`config.mk`:
```
export PLATFORM = sky130hd
export DESIGN_NAME = patterned_line_rasterizer_top
export DESIGN_NICKNAME = d
export VERILOG_FILES = /design/src/hdl/plr_pkg.sv /design/src/hdl/plr_in_stage.sv /design/src/hdl/plr_stepper.sv /design/src/hdl/plr_out_reg.sv /design/src/hdl/patterned_line_rasterizer_top.sv
export SDC_FILE = /design/constraint.sdc
export NUM_CORES = 1
export LEC_CHECK = 0
export ABC_AREA = 0
export ABC_CLOCK_PERIOD_IN_PS = 12890
export BUFFER_PORTS_ARGS = -buffer_cell sky130_fd_sc_hd__buf_2
export CORE_ASPECT_RATIO = 1.4
export CORE_MARGIN = 2
export CORE_UTILIZATION = 50
export DETAILED_ROUTE_END_ITERATION = 16
export HOLD_SLACK_MARGIN = 0.12
export PLACE_DENSITY = 0.77
export SETUP_SLACK_MARGIN = 0.2
export SYNTH_ARGS = -nofsm -noshare
export SYNTH_HDL_FRONTEND = slang
export SYNTH_SLANG_ARGS = --single-unit
```
`constraint.sdc`:
```
create_clock -name i_clk -period 12.89 [get_ports i_clk]
set_input_delay 0.6445 -clock i_clk [delete_from_list [all_inputs] [get_ports i_clk]]
set_output_delay 0.6445 -clock i_clk [all_outputs]
set_load 0.02 [all_outputs]
```
`src/hdl/plr_pkg.sv`:
```
package plr_pkg;

    // Default width of the internal screen coordinates.
    localparam int COORD_WIDTH_DEF = 12;

    // Fixed field widths of the channels and registers.
    localparam int IN_W    = 11;
    localparam int PIX_W   = 12;
    localparam int ORG_W   = 10;
    localparam int CFG_IDX_W = 1;
    localparam int PHASE_W = 4;

    localparam logic [ORG_W-1:0] ORIGIN_X_RST = ORG_W'(320);
    localparam logic [ORG_W-1:0] ORIGIN_Y_RST = ORG_W'(240);

    // The dash pattern repeats every PATTERN_LEN pixels.
    localparam logic [PHASE_W-1:0] PATTERN_LEN  = PHASE_W'(15);
    localparam logic [PHASE_W-1:0] PATTERN_LAST = PHASE_W'(14);

    // Configuration register indexes.
    localparam logic [CFG_IDX_W-1:0] REG_ORIGIN_X = 1'b0;
    localparam logic [CFG_IDX_W-1:0] REG_ORIGIN_Y = 1'b1;

    typedef enum logic {
        OP_LOAD = 1'b0,
        OP_STEP = 1'b1
    } t_op;

    typedef struct packed {
        logic signed [PIX_W-1:0] pixel_x;
        logic signed [PIX_W-1:0] pixel_y;
        logic                    plot;
        logic                    last;
    } t_result;

    // Plot decision for a pixel whose number modulo the pattern length is phase.
    // X-major lines draw every third pixel; other lines skip one pixel in fifteen.
    function automatic logic dash_plot(input logic [PHASE_W-1:0] phase,
                                       input logic x_major);
        logic third;
        third = (phase == PHASE_W'(0)) || (phase == PHASE_W'(3)) ||
                (phase == PHASE_W'(6)) || (phase == PHASE_W'(9)) ||
                (phase == PHASE_W'(12));
        return x_major ? third : (phase != PHASE_W'(0));
    endfunction

endpackage

```
`src/hdl/plr_in_stage.sv`:
```
module plr_in_stage #(
    parameter int COORD_WIDTH = plr_pkg::COORD_WIDTH_DEF
) (
    input  logic                              i_clk,
    input  logic                              i_rst_n,
    input  logic                              i_valid,
    output logic                              o_ready,
    input  logic                              i_take,
    input  plr_pkg::t_op                      i_op,
    input  logic signed [plr_pkg::IN_W-1:0]   i_start_x,
    input  logic signed [plr_pkg::IN_W-1:0]   i_start_y,
    input  logic signed [plr_pkg::IN_W-1:0]   i_end_x,
    input  logic signed [plr_pkg::IN_W-1:0]   i_end_y,
    input  logic [plr_pkg::ORG_W-1:0]         i_origin_x,
    input  logic [plr_pkg::ORG_W-1:0]         i_origin_y,
    output logic                              o_valid,
    output plr_pkg::t_op                      o_op,
    output logic signed [COORD_WIDTH-1:0]     o_x1,
    output logic signed [COORD_WIDTH-1:0]     o_y1,
    output logic signed [COORD_WIDTH-1:0]     o_x2,
    output logic signed [COORD_WIDTH-1:0]     o_y2
);

    logic                          r_valid;
    plr_pkg::t_op                  r_op;
    logic signed [COORD_WIDTH-1:0] r_x1, r_y1, r_x2, r_y2;
    logic signed [COORD_WIDTH-1:0] n_x1, n_y1, n_x2, n_y2;
    logic                          accept;

    // Map centred coordinates to screen coordinates, wrapping to the coordinate width.
    assign n_x1 = COORD_WIDTH'(i_start_x) + COORD_WIDTH'(i_origin_x);
    assign n_y1 = COORD_WIDTH'(i_origin_y) - COORD_WIDTH'(i_start_y);
    assign n_x2 = COORD_WIDTH'(i_end_x) + COORD_WIDTH'(i_origin_x);
    assign n_y2 = COORD_WIDTH'(i_origin_y) - COORD_WIDTH'(i_end_y);

    assign o_ready = !r_valid || i_take;
    assign accept  = i_valid && o_ready;

    always_ff @(posedge i_clk) begin
        if (!i_rst_n) begin
            r_valid <= 1'b0;
        end else if (accept) begin
            r_valid <= 1'b1;
        end else if (i_take) begin
            r_valid <= 1'b0;
        end
    end

    always_ff @(posedge i_clk) begin
        if (accept) begin
            r_op <= i_op;
            r_x1 <= n_x1;
            r_y1 <= n_y1;
            r_x2 <= n_x2;
            r_y2 <= n_y2;
        end
    end

    assign o_valid = r_valid;
    assign o_op    = r_op;
    assign o_x1    = r_x1;
    assign o_y1    = r_y1;
    assign o_x2    = r_x2;
    assign o_y2    = r_y2;

endmodule

```
`src/hdl/plr_stepper.sv`:
```
module plr_stepper #(
    parameter int COORD_WIDTH = plr_pkg::COORD_WIDTH_DEF
) (
    input  logic                          i_clk,
    input  logic                          i_rst_n,
    input  logic                          i_take,
    input  plr_pkg::t_op                  i_op,
    input  logic signed [COORD_WIDTH-1:0] i_x1,
    input  logic signed [COORD_WIDTH-1:0] i_y1,
    input  logic signed [COORD_WIDTH-1:0] i_x2,
    input  logic signed [COORD_WIDTH-1:0] i_y2,
    output plr_pkg::t_result              o_result
);

    localparam int EW = COORD_WIDTH + 2;

    logic signed [COORD_WIDTH-1:0]   r_pos_x, r_pos_y;
    logic signed [EW-1:0]            r_err;
    logic [COORD_WIDTH-1:0]          r_cnt, r_major, r_minor;
    logic                            r_dir_xn, r_dir_yn, r_xmaj, r_active;
    logic [plr_pkg::PHASE_W-1:0]     r_phase;

    logic signed [COORD_WIDTH-1:0]   n_pos_x, n_pos_y;
    logic signed [EW-1:0]            n_err;
    logic [COORD_WIDTH-1:0]          n_cnt, n_major, n_minor;
    logic                            n_dir_xn, n_dir_yn, n_xmaj, n_active;
    logic [plr_pkg::PHASE_W-1:0]     n_phase;

    // Load path.
    logic signed [COORD_WIDTH:0]     dx, dy;
    logic [COORD_WIDTH-1:0]          adx, ady, ld_major, ld_minor;
    logic                            ld_xmaj;
    logic signed [EW-1:0]            ld_err;

    // Step path.
    logic                            minor_move;
    logic signed [EW:0]              err_ext, two_minor, two_major, err_sum;
    logic signed [COORD_WIDTH-1:0]   step_x, step_y, adv_x, adv_y;
    logic [COORD_WIDTH-1:0]          cnt_inc;
    logic [plr_pkg::PHASE_W-1:0]     phase_inc;
    logic                            step_last;

    assign dx  = (COORD_WIDTH+1)'(i_x2) - (COORD_WIDTH+1)'(i_x1);
    assign dy  = (COORD_WIDTH+1)'(i_y2) - (COORD_WIDTH+1)'(i_y1);
    assign adx = dx[COORD_WIDTH] ? COORD_WIDTH'(-dx) : COORD_WIDTH'(dx);
    assign ady = dy[COORD_WIDTH] ? COORD_WIDTH'(-dy) : COORD_WIDTH'(dy);
    assign ld_xmaj  = adx > ady;
    assign ld_major = ld_xmaj ? adx : ady;
    assign ld_minor = ld_xmaj ? ady : adx;
    assign ld_err   = signed'({1'b0, ld_minor, 1'b0}) - signed'({2'b00, ld_major});

    // Bresenham error update: add twice the minor delta, and take twice the
    // major delta off whenever the minor axis moves too.
    assign minor_move = !r_err[EW-1];
    assign err_ext    = (EW+1)'(r_err);
    assign two_minor  = signed'({2'b00, r_minor, 1'b0});
    assign two_major  = signed'({2'b00, r_major, 1'b0});
    assign err_sum    = err_ext + two_minor - (minor_move ? two_major : '0);

    assign step_x = r_dir_xn ? {COORD_WIDTH{1'b1}} : COORD_WIDTH'(1);
    assign step_y = r_dir_yn ? {COORD_WIDTH{1'b1}} : COORD_WIDTH'(1);
    assign adv_x  = (r_xmaj || minor_move) ? r_pos_x + step_x : r_pos_x;
    assign adv_y  = (!r_xmaj || minor_move) ? r_pos_y + step_y : r_pos_y;

    assign cnt_inc   = r_cnt + COORD_WIDTH'(1);
    assign step_last = cnt_inc >= r_major;
    assign phase_inc = (r_phase == plr_pkg::PATTERN_LAST) ?
                       '0 : r_phase + plr_pkg::PHASE_W'(1);

    always_comb begin
        n_pos_x  = r_pos_x;
        n_pos_y  = r_pos_y;
        n_err    = r_err;
        n_cnt    = r_cnt;
        n_major  = r_major;
        n_minor  = r_minor;
        n_dir_xn = r_dir_xn;
        n_dir_yn = r_dir_yn;
        n_xmaj   = r_xmaj;
        n_active = r_active;
        n_phase  = r_phase;
        o_result = '0;
        case (i_op)
            plr_pkg::OP_LOAD: begin
                n_pos_x  = i_x1;
                n_pos_y  = i_y1;
                n_err    = ld_err;
                n_cnt    = '0;
                n_major  = ld_major;
                n_minor  = ld_minor;
                n_dir_xn = i_x1 > i_x2;
                n_dir_yn = i_y1 > i_y2;
                n_xmaj   = ld_xmaj;
                n_active = ld_major != '0;
                n_phase  = plr_pkg::PHASE_W'(1);
                o_result.pixel_x = plr_pkg::PIX_W'(i_x1);
                o_result.pixel_y = plr_pkg::PIX_W'(i_y1);
                o_result.plot    = 1'b1;
                o_result.last    = ld_major == '0;
            end
            plr_pkg::OP_STEP: begin
                if (r_active) begin
                    n_pos_x  = adv_x;
                    n_pos_y  = adv_y;
                    n_err    = err_sum[EW-1:0];
                    n_cnt    = cnt_inc;
                    n_phase  = phase_inc;
                    n_active = !step_last;
                    o_result.pixel_x = plr_pkg::PIX_W'(adv_x);
                    o_result.pixel_y = plr_pkg::PIX_W'(adv_y);
                    o_result.plot    = plr_pkg::dash_plot(phase_inc, r_xmaj);
                    o_result.last    = step_last;
                end else begin
                    o_result.last = 1'b1;
                end
            end
            default: begin
                o_result.last = 1'b1;
            end
        endcase
    end

    always_ff @(posedge i_clk) begin
        if (!i_rst_n) begin
            r_pos_x  <= '0;
            r_pos_y  <= '0;
            r_err    <= '0;
            r_cnt    <= '0;
            r_major  <= '0;
            r_minor  <= '0;
            r_dir_xn <= 1'b0;
            r_dir_yn <= 1'b0;
            r_xmaj   <= 1'b0;
            r_active <= 1'b0;
            r_phase  <= '0;
        end else if (i_take) begin
            r_pos_x  <= n_pos_x;
            r_pos_y  <= n_pos_y;
            r_err    <= n_err;
            r_cnt    <= n_cnt;
            r_major  <= n_major;
            r_minor  <= n_minor;
            r_dir_xn <= n_dir_xn;
            r_dir_yn <= n_dir_yn;
            r_xmaj   <= n_xmaj;
            r_active <= n_active;
            r_phase  <= n_phase;
        end
    end

endmodule

```
`src/hdl/plr_out_reg.sv`:
```
module plr_out_reg (
    input  logic             i_clk,
    input  logic             i_rst_n,
    input  logic             i_load,
    input  plr_pkg::t_result i_result,
    input  logic             i_ready,
    output logic             o_valid,
    output logic             o_can_take,
    output plr_pkg::t_result o_result
);

    logic             r_valid;
    plr_pkg::t_result r_result;

    assign o_can_take = !r_valid || i_ready;

    always_ff @(posedge i_clk) begin
        if (!i_rst_n) begin
            r_valid <= 1'b0;
        end else if (i_load) begin
            r_valid <= 1'b1;
        end else if (i_ready) begin
            r_valid <= 1'b0;
        end
    end

    always_ff @(posedge i_clk) begin
        if (i_load) begin
            r_result <= i_result;
        end
    end

    assign o_valid  = r_valid;
    assign o_result = r_result;

endmodule

```
`src/hdl/patterned_line_rasterizer_top.sv`:
```
// Patterned line rasterizer: a Bresenham line stepper with a fixed dash pattern.
// Input channel (i_in_valid / o_in_ready): each transaction carries an operation.
// A load transaction maps its two centred endpoints to screen coordinates using
// the origin registers and returns the first pixel, always plotted. A step
// transaction advances one pixel along the major axis and returns its position,
// the dash plot flag and a last flag; a step with no active line returns 0, 0,
// plot 0 and last 1. Output channel (o_out_valid / i_out_ready): one result
// transaction per input transaction, in order.
// A transaction passes through the input register (where the coordinate mapping is
// captured), then through the step logic into the result register, which drives
// o_out_valid. Throughput is one transaction per cycle while the receiver keeps
// taking results, as the stepper updates its state each time a transaction moves
// on into the result register.
// When the receiver stalls, the result register holds its transaction and the
// input register fills; o_in_ready drops only once both are occupied.
// Reset (i_rst_n low, synchronous) empties both registers, clears the line
// state so no line is active, and sets origin_x to 320 and origin_y to 240.
// The origin registers are written through i_cfg_we / i_cfg_index / i_cfg_data
// and must only change while the block is idle.
module patterned_line_rasterizer_top #(
    parameter int COORD_WIDTH = plr_pkg::COORD_WIDTH_DEF
) (
    input  logic                                 i_clk,
    input  logic                                 i_rst_n,
    input  logic                                 i_cfg_we,
    input  logic [plr_pkg::CFG_IDX_W-1:0]        i_cfg_index,
    input  logic [plr_pkg::ORG_W-1:0]            i_cfg_data,
    input  logic                                 i_in_valid,
    output logic                                 o_in_ready,
    input  logic                                 i_operation,
    input  logic signed [plr_pkg::IN_W-1:0]      i_start_x,
    input  logic signed [plr_pkg::IN_W-1:0]      i_start_y,
    input  logic signed [plr_pkg::IN_W-1:0]      i_end_x,
    input  logic signed [plr_pkg::IN_W-1:0]      i_end_y,
    output logic                                 o_out_valid,
    input  logic                                 i_out_ready,
    output logic signed [plr_pkg::PIX_W-1:0]     o_pixel_x,
    output logic signed [plr_pkg::PIX_W-1:0]     o_pixel_y,
    output logic                                 o_plot,
    output logic                                 o_last
);

    // Origin configuration registers.
    logic [plr_pkg::ORG_W-1:0] r_origin_x, r_origin_y;

    always_ff @(posedge i_clk) begin
        if (!i_rst_n) begin
            r_origin_x <= plr_pkg::ORIGIN_X_RST;
            r_origin_y <= plr_pkg::ORIGIN_Y_RST;
        end else if (i_cfg_we) begin
            case (i_cfg_index)
                plr_pkg::REG_ORIGIN_X: r_origin_x <= i_cfg_data;
                plr_pkg::REG_ORIGIN_Y: r_origin_y <= i_cfg_data;
                default: begin
                end
            endcase
        end
    end

    logic                          s1_valid;
    plr_pkg::t_op                  s1_op;
    logic signed [COORD_WIDTH-1:0] s1_x1, s1_y1, s1_x2, s1_y2;
    logic                          out_can_take;
    logic                          advance;
    plr_pkg::t_result              step_result;
    plr_pkg::t_result              out_result;

    // An item leaves the input register whenever the result register is empty
    // or is handing its transaction over in the same cycle.
    assign advance = s1_valid && out_can_take;

    plr_in_stage #(
        .COORD_WIDTH(COORD_WIDTH)
    ) u_in_stage (
        .i_clk      (i_clk),
        .i_rst_n    (i_rst_n),
        .i_valid    (i_in_valid),
        .o_ready    (o_in_ready),
        .i_take     (advance),
        .i_op       (plr_pkg::t_op'(i_operation)),
        .i_start_x  (i_start_x),
        .i_start_y  (i_start_y),
        .i_end_x    (i_end_x),
        .i_end_y    (i_end_y),
        .i_origin_x (r_origin_x),
        .i_origin_y (r_origin_y),
        .o_valid    (s1_valid),
        .o_op       (s1_op),
        .o_x1       (s1_x1),
        .o_y1       (s1_y1),
        .o_x2       (s1_x2),
        .o_y2       (s1_y2)
    );

    plr_stepper #(
        .COORD_WIDTH(COORD_WIDTH)
    ) u_stepper (
        .i_clk    (i_clk),
        .i_rst_n  (i_rst_n),
        .i_take   (advance),
        .i_op     (s1_op),
        .i_x1     (s1_x1),
        .i_y1     (s1_y1),
        .i_x2     (s1_x2),
        .i_y2     (s1_y2),
        .o_result (step_result)
    );

    plr_out_reg u_out_reg (
        .i_clk      (i_clk),
        .i_rst_n    (i_rst_n),
        .i_load     (advance),
        .i_result   (step_result),
        .i_ready    (i_out_ready),
        .o_valid    (o_out_valid),
        .o_can_take (out_can_take),
        .o_result   (out_result)
    );

    assign o_pixel_x = out_result.pixel_x;
    assign o_pixel_y = out_result.pixel_y;
    assign o_plot    = out_result.plot;
    assign o_last    = out_result.last;

endmodule

```
Word-level counts from Yosys, hierarchy flattened
Cells that the tools add are included.
- add/subtract/negate cells: 15
- order comparisons: 4
- equality and inequality tests: 6
- multiplexer cells: 30
- bitwise gates (word level): 2
- reduce and logical (&&, ||, !) cells: 25
- operators by type and width (kind ; count):
    2-to-1 mux 12 bit ; 11
    one-hot mux 12 bit (2 select lines) ; 3
    one-hot mux 26 bit (2 select lines) ; 1
    > comparator 12 bit ; 3
    one-hot mux 14 bit (2 select lines) ; 1
    subtractor 12 x 12 -> 13 bit ; 2
    2-to-1 mux 25 bit ; 1
    adder 11 x 11 -> 12 bit ; 2
    adder 12 bit ; 2
    negator 12 bit ; 2
    subtractor 11 x 11 -> 12 bit ; 2
    adder 14 bit ; 1
    2-to-1 mux 14 bit ; 1
    subtractor 13 x 12 -> 14 bit ; 1
    subtractor 14 bit ; 1
    2-to-1 mux 13 bit ; 1
    adder 12 x 1 -> 12 bit (second input constant) ; 1
    == test 4 bit (second input constant) ; 3
    greater-or-equal comparator 12 bit ; 1
    zero test 12 bit ; 1
    nonzero test 12 bit ; 1
    logical OR 1 bit ; 8
    2-to-1 mux 4 bit ; 2
    one-hot mux 4 bit (2 select lines) ; 1
    other kinds (13) ; 29
- flip-flop bits (word level): 179
- bits of input ports: 61
- output and inout port bits: 28
- logic and storage cells: 106

Depth between registers and ports, before layout
- depth in word-level cells: 10
- depth in mapped cells: 36

Hierarchy
Synthesis repeated with hierarchy kept, for this count alone.
- cells, all modules: 1638
- area total of the unflattened synthesis: 13890.8 um2
- by module, submodules not included (module ; times used ; cells an instance ; area an instance (um2)):
    plr_stepper ; 1 ; 1218 ; 8914.8
    plr_in_stage ; 1 ; 307 ; 3360.7
    plr_out_reg ; 1 ; 30 ; 829.5
    patterned_line_rasterizer_top ; 1 ; 83 ; 785.8

Worst setup path after synthesis
Ideal clock, no wire load.
- path type: register to register
- start: reg u_in_stage.r_x1[0], in the netlist u_in_stage.o_x1[0]
- end: reg u_stepper.r_err[9]
- library setup time: 0.079 ns
- data arrival time: 7.404 ns
- data required time: 12.811 ns
- setup slack: 5.406 ns
- stages on the path, launching flop included: 34
- period minus slack after synthesis: 7.484 ns
- path through: edfxtp_1 -> ha_1 -> fa_1 -> nor2b_1 -> o31a_1 -> o211ai_1 -> o2111ai_1 -> a21boi_0 -> nor2_1 -> xor2_1 -> inv_1 -> ha_1 -> o21a_1 -> o21a_1 -> o21ai_0 -> a21oi_1 -> o21bai_1 -> a21o_1 -> maj3_1 -> o311ai_4 -> nand2_4 -> clkbuf_1 -> clkbuf_1 -> mux2i_1 -> ha_1 -> a21o_1 -> a21oi_1 -> a2111oi_0 -> or3_4 -> o31ai_4 -> maj3_1 -> mux2i_1 -> mux2_1 -> a211oi_2
- cells in the longest elaborated chain, start to end: 7
- elaborated cells between the ends (all ways): 8
- classes of those cells: 3 x add/sub; 1 x order compare; 4 x mux
- RTL lines (element ; RTL line ; RTL):
    start: declaration ; plr_in_stage.sv:26 ; logic signed [COORD_WIDTH-1:0] r_x1, r_y1, r_x2, r_y2;
    start signal: assignment ; plr_in_stage.sv:52 ; r_x1 <= n_x1;
    subtractor 12 x 12 -> 13 bit * ; plr_stepper.sv:43 ; assign dx = (COORD_WIDTH+1)'(i_x2) - (COORD_WIDTH+1)'(i_x1);
    negator 12 bit ; plr_stepper.sv:45 ; assign adx = dx[COORD_WIDTH] ? COORD_WIDTH'(-dx) : COORD_WIDTH'(dx);
    2-to-1 mux 12 bit * ; plr_stepper.sv:45 ;
    > comparator 12 bit ; plr_stepper.sv:47 ; assign ld_xmaj = adx > ady;
    2-to-1 mux 12 bit * ; plr_stepper.sv:49 ; assign ld_minor = ld_xmaj ? ady : adx;
    named net u_stepper.ld_minor[0] ; plr_stepper.sv:31 ; logic [COORD_WIDTH-1:0] adx, ady, ld_major, ld_minor;
    subtractor 13 x 12 -> 14 bit * ; plr_stepper.sv:50 ; assign ld_err = signed'({1'b0, ld_minor, 1'b0}) - signed'({2'b00, ld_major});
    one-hot mux 14 bit (2 select lines) * ; plr_stepper.sv:83 ; case (i_op)
    end signal: assignment ; plr_stepper.sv:139 ; r_err <= n_err;
    end: declaration ; plr_stepper.sv:18 ; logic signed [EW-1:0] r_err;
The timed path passes the listed nets; every way through them passes the cells marked *.
A chain may end at the register's enable or synchronous reset.

Worst setup path after layout
- start: reg u_in_stage.r_x1[0], in the netlist u_in_stage.o_x1[0]
- end: reg u_stepper.r_err[12]
- cells in the longest elaborated chain, start to end: 7
- elaborated cells between the ends (all ways): 8
- classes of those cells: 3 x add/sub; 1 x order compare; 4 x mux
- RTL lines (element ; RTL line):
    subtractor 12 x 12 -> 13 bit * ; plr_stepper.sv:43
    negator 12 bit ; plr_stepper.sv:45
    2-to-1 mux 12 bit * ; plr_stepper.sv:45
    > comparator 12 bit ; plr_stepper.sv:47
    2-to-1 mux 12 bit (on tied branches) ; plr_stepper.sv:49, plr_stepper.sv:48
    subtractor 13 x 12 -> 14 bit * ; plr_stepper.sv:50
    one-hot mux 14 bit (2 select lines) * ; plr_stepper.sv:83
Every way passes the cells marked *; elsewhere a longest branch is shown, timed or not.

==> impl_results.md <==
- Outcome: completed
- Filler Cell Count: 2453
- Via count of the first global-routing pass: about 12000
- Post-CTS Setup Repair Bufs: 0
- Final hold vios: 0
- Non-Filler Instances: 2079
- Crit path kind: flip-flop to flip-flop
- Hold Crit Start: i_operation
- Top FF cell, synth: dfxtp_1
- Pleak: roughly 6.6 nW
- First-pass GRT wire length: 57000 um
- Gate Count Post-Synth: 1644
- Die span in x: 144 um
- Worst r2r src: u_in_stage.o_x1[0]$_DFFE_PP_
- Utilization after layout: 56.0%
- Critical path origin: u_in_stage.o_x1[0]$_DFFE_PP_
- Post-CTS Resized: 0
- CP startpoint kind: flip-flop
- Htree depth: 4
- Tot GR Track Use: 25.4%
- MaxCap Viol Count: 0
- DRT antenna net count: 0
- #FFs+latches synth: 178
- Total power: between 3 and 4 mW
- Routed len/inst: 17.2 um
- Placer Congestion: between 0.9 and 1
- Worst slew pin tran: ~1.2 ns
- DR DRC count: 0
- Antenna Cells: 0
- Layout cells sized above 1: 9.45%
- Asr flop ratio synth: 0%
- CTS Buf Count: 17
- Row count: 71
- HPWL Detailed: 27000 um
- DR vias: 11600
- Hold_buf cts: 0
- Maximum clock rate: 120 MHz
- Core ar.: roughly 27000 sq um
- Reg area: 4310 sq um
- CP required: ~13 ns
- Synth cell types: 82
- Max FFs per register: 26
- Critical path arrival: 8.68 ns
- CTS clk-pin slew, worst paths: 0.07 ns
- Largest net degree at the start of global routing: 74
- Initial antenna violation count: 0
- IO buf count: 88
- Synth warnings: 0
- Dpl cells: a little over 2000
- CTS Buffer Depth: 2
- Delay of the slowest cell on the worst path: 0.72 ns
- Worst slew margin: 19.4%
- Area of the multi-input gates: 8520 sq um
- Setup Viol. Count Final: 0
- Clock Skews: 0.00817 ns
- Skew-Pair Late Insertion Delay: 0.45 ns
- Syn Nets: 1854
- CP max stage cell: xor2_1
- Final setup TNS: 0 ns
- Die area: 28700 sq um
- Period utilization: 64.7%
- P per Cell Area: around 230 nW/um^2
- Detailed Routing Iterations Pass 1: 5
- Grt ovf: 0
- Drt total wl: 35700 um
- Seq/Total Area, Yosys: 31.5%
- Hold Crit Class: primary input to flip-flop
- CP top delay family: compound AO/OA/AOI/OAI gates
- VDD IR max: 0.121 mV
- Area grow syn2layout: 10.1%
- I/O pins: a little under 90
- Via density: 5.59
- Final min period: 8.34 ns
- Number of synthesized flops with an enable pin: 75
- RSZ-0062 raised after global routing: no
- CTS tree: built
- Worst Path Buf+Inv: 1
- Synthesized area: 13700 sq um
- Max-slew violations: 0
- # clock sinks: 178
- 1st-iter DRT viols: 553
- Crit. End Element: flip-flop
- Die H: between 150 and 200 um
- Avg Cell Area, Syn: 8.33 sq um
- Clock Tree Root: clkbuf_16
- Worst-path fanout max: 39
- # nets final: 1911
- Effective utilization at floorplan: ~51%
layer usage:
layer | track usage [%] | vias to the layer above | part of all wire [%]
li1 | - | 5769 | -
met1 | 27.5 | 5488 | 39
met2 | 46.6 | 272 | 52
met3 | 3.29 | 90 | 2.7
met4 | 15.4 | 0 | 5.9
met5 | 0 | - | 0
worst reg2reg max path, delay by kind of cell, from the launching register on:
family	cells	cell delay [ns]
AO/OA/AOI/OAI	16	3.39
adder cells (fa/ha/maj)	6	1.98
AND/OR/NAND/NOR	4	1.05
XOR/XNOR	1	0.72
multiplexers	2	0.57
flip-flops	1	0.42
buffers and inverters	1	0.09
through the flow:
stage                     setup slack, ns  cell area [sq um]  hold slack [ns]
after floorplan                      5.41              13700            0.432
after global placement               4.93              14500            0.439
after detailed placement             4.78              14500            0.445
after CTS                            4.67              15100            0.363
after global routing                 3.94              15100            0.370
final                                4.55              15100            0.375
logic make-up (layout without fill, tap and decap cells):
family	after synthesis	after routing	synth area share, %
AND/OR/NAND/NOR	483	483	16.1
buffers and inverters	229	299	6.33
flip-flops	178	178	31.5
multiplexers	19	19	1.44
AO/OA/AOI/OAI	448	448	20.9
adder cells (fa/ha/maj)	159	159	15.6
XOR/XNOR	128	128	8.19
area by class of cell:
type	instances	share of cell area, %
inverters	166	4.13
clock inverters	10	0.680
clock buffers	22	3.44
repair buffers	101	3.57
multi-input cells	1237	56.5
flip-flops and latches	178	28.6
well taps	365	3.03
cell usage in the layout (no fill, tap or decap), types with 31 or more instances in the layout:
master,instances
nand2_1,194
inv_1,163
a21oi_1,147
nor2_1,134
ha_1,127
dfxtp_1,103
o21ai_0,95
buf_2,88
edfxtp_1,75
xnor2_1,72
xor2_1,56
a21o_1,43
o211ai_1,31
synthesized netlist by cell type, drive strengths merged (3+ instances only):
master,n,area [sq um]
a211o,3,26.3
a211oi,21,175
a21boi,15,113
a21o,43,323
a21oi,148,744
a22oi,6,45.0
a31oi,8,50.1
and2,30,190
and3,7,43.8
buf,5,23.8
clkbuf,58,219
clkinv,3,11.3
dfxtp,103,2060
edfxtp,75,2250
fa,22,440
ha,127,1590
inv,163,612
maj3,10,100
mux2,5,56.3
mux2i,14,140
nand2,196,746
nand2b,17,106
nand3,25,125
nand3b,3,22.5
nand4,3,25.0
nor2,135,507
nor2b,25,156
nor3,19,95.1
nor3b,4,30.0
o211a,6,60.1
o211ai,31,233
o21a,8,60.1
o21ai,100,504
o21bai,29,218
o22ai,3,18.8
o31ai,5,51.3
or2,4,25.0
or3,6,42.5
xnor2,72,631
xor2,56,490
where the power goes:
part,switching (mW),total [mW],internal (mW)
sequential,0.0439,0.695,0.651
clock,0.241,0.553,0.312
combinational,1.38,2.27,0.889
final timing paths:
| path | end | slack, ns | depth (start not counted) |
|---|---|---|---|
| setup reg to reg | u_stepper.r_err[12]$_SDFFE_PN0P_ | 4.55 | 30 |
| hold / removal | u_in_stage.o_op$_DFFE_PP_ | 0.38 | 1 |
| setup / recovery | u_stepper.r_err[12]$_SDFFE_PN0P_ | 4.55 | 30 |
| hold reg to reg | u_stepper.r_minor[5]$_SDFFE_PN0P_ | 0.45 | 2 |
(Power assumes the default switching activity.)
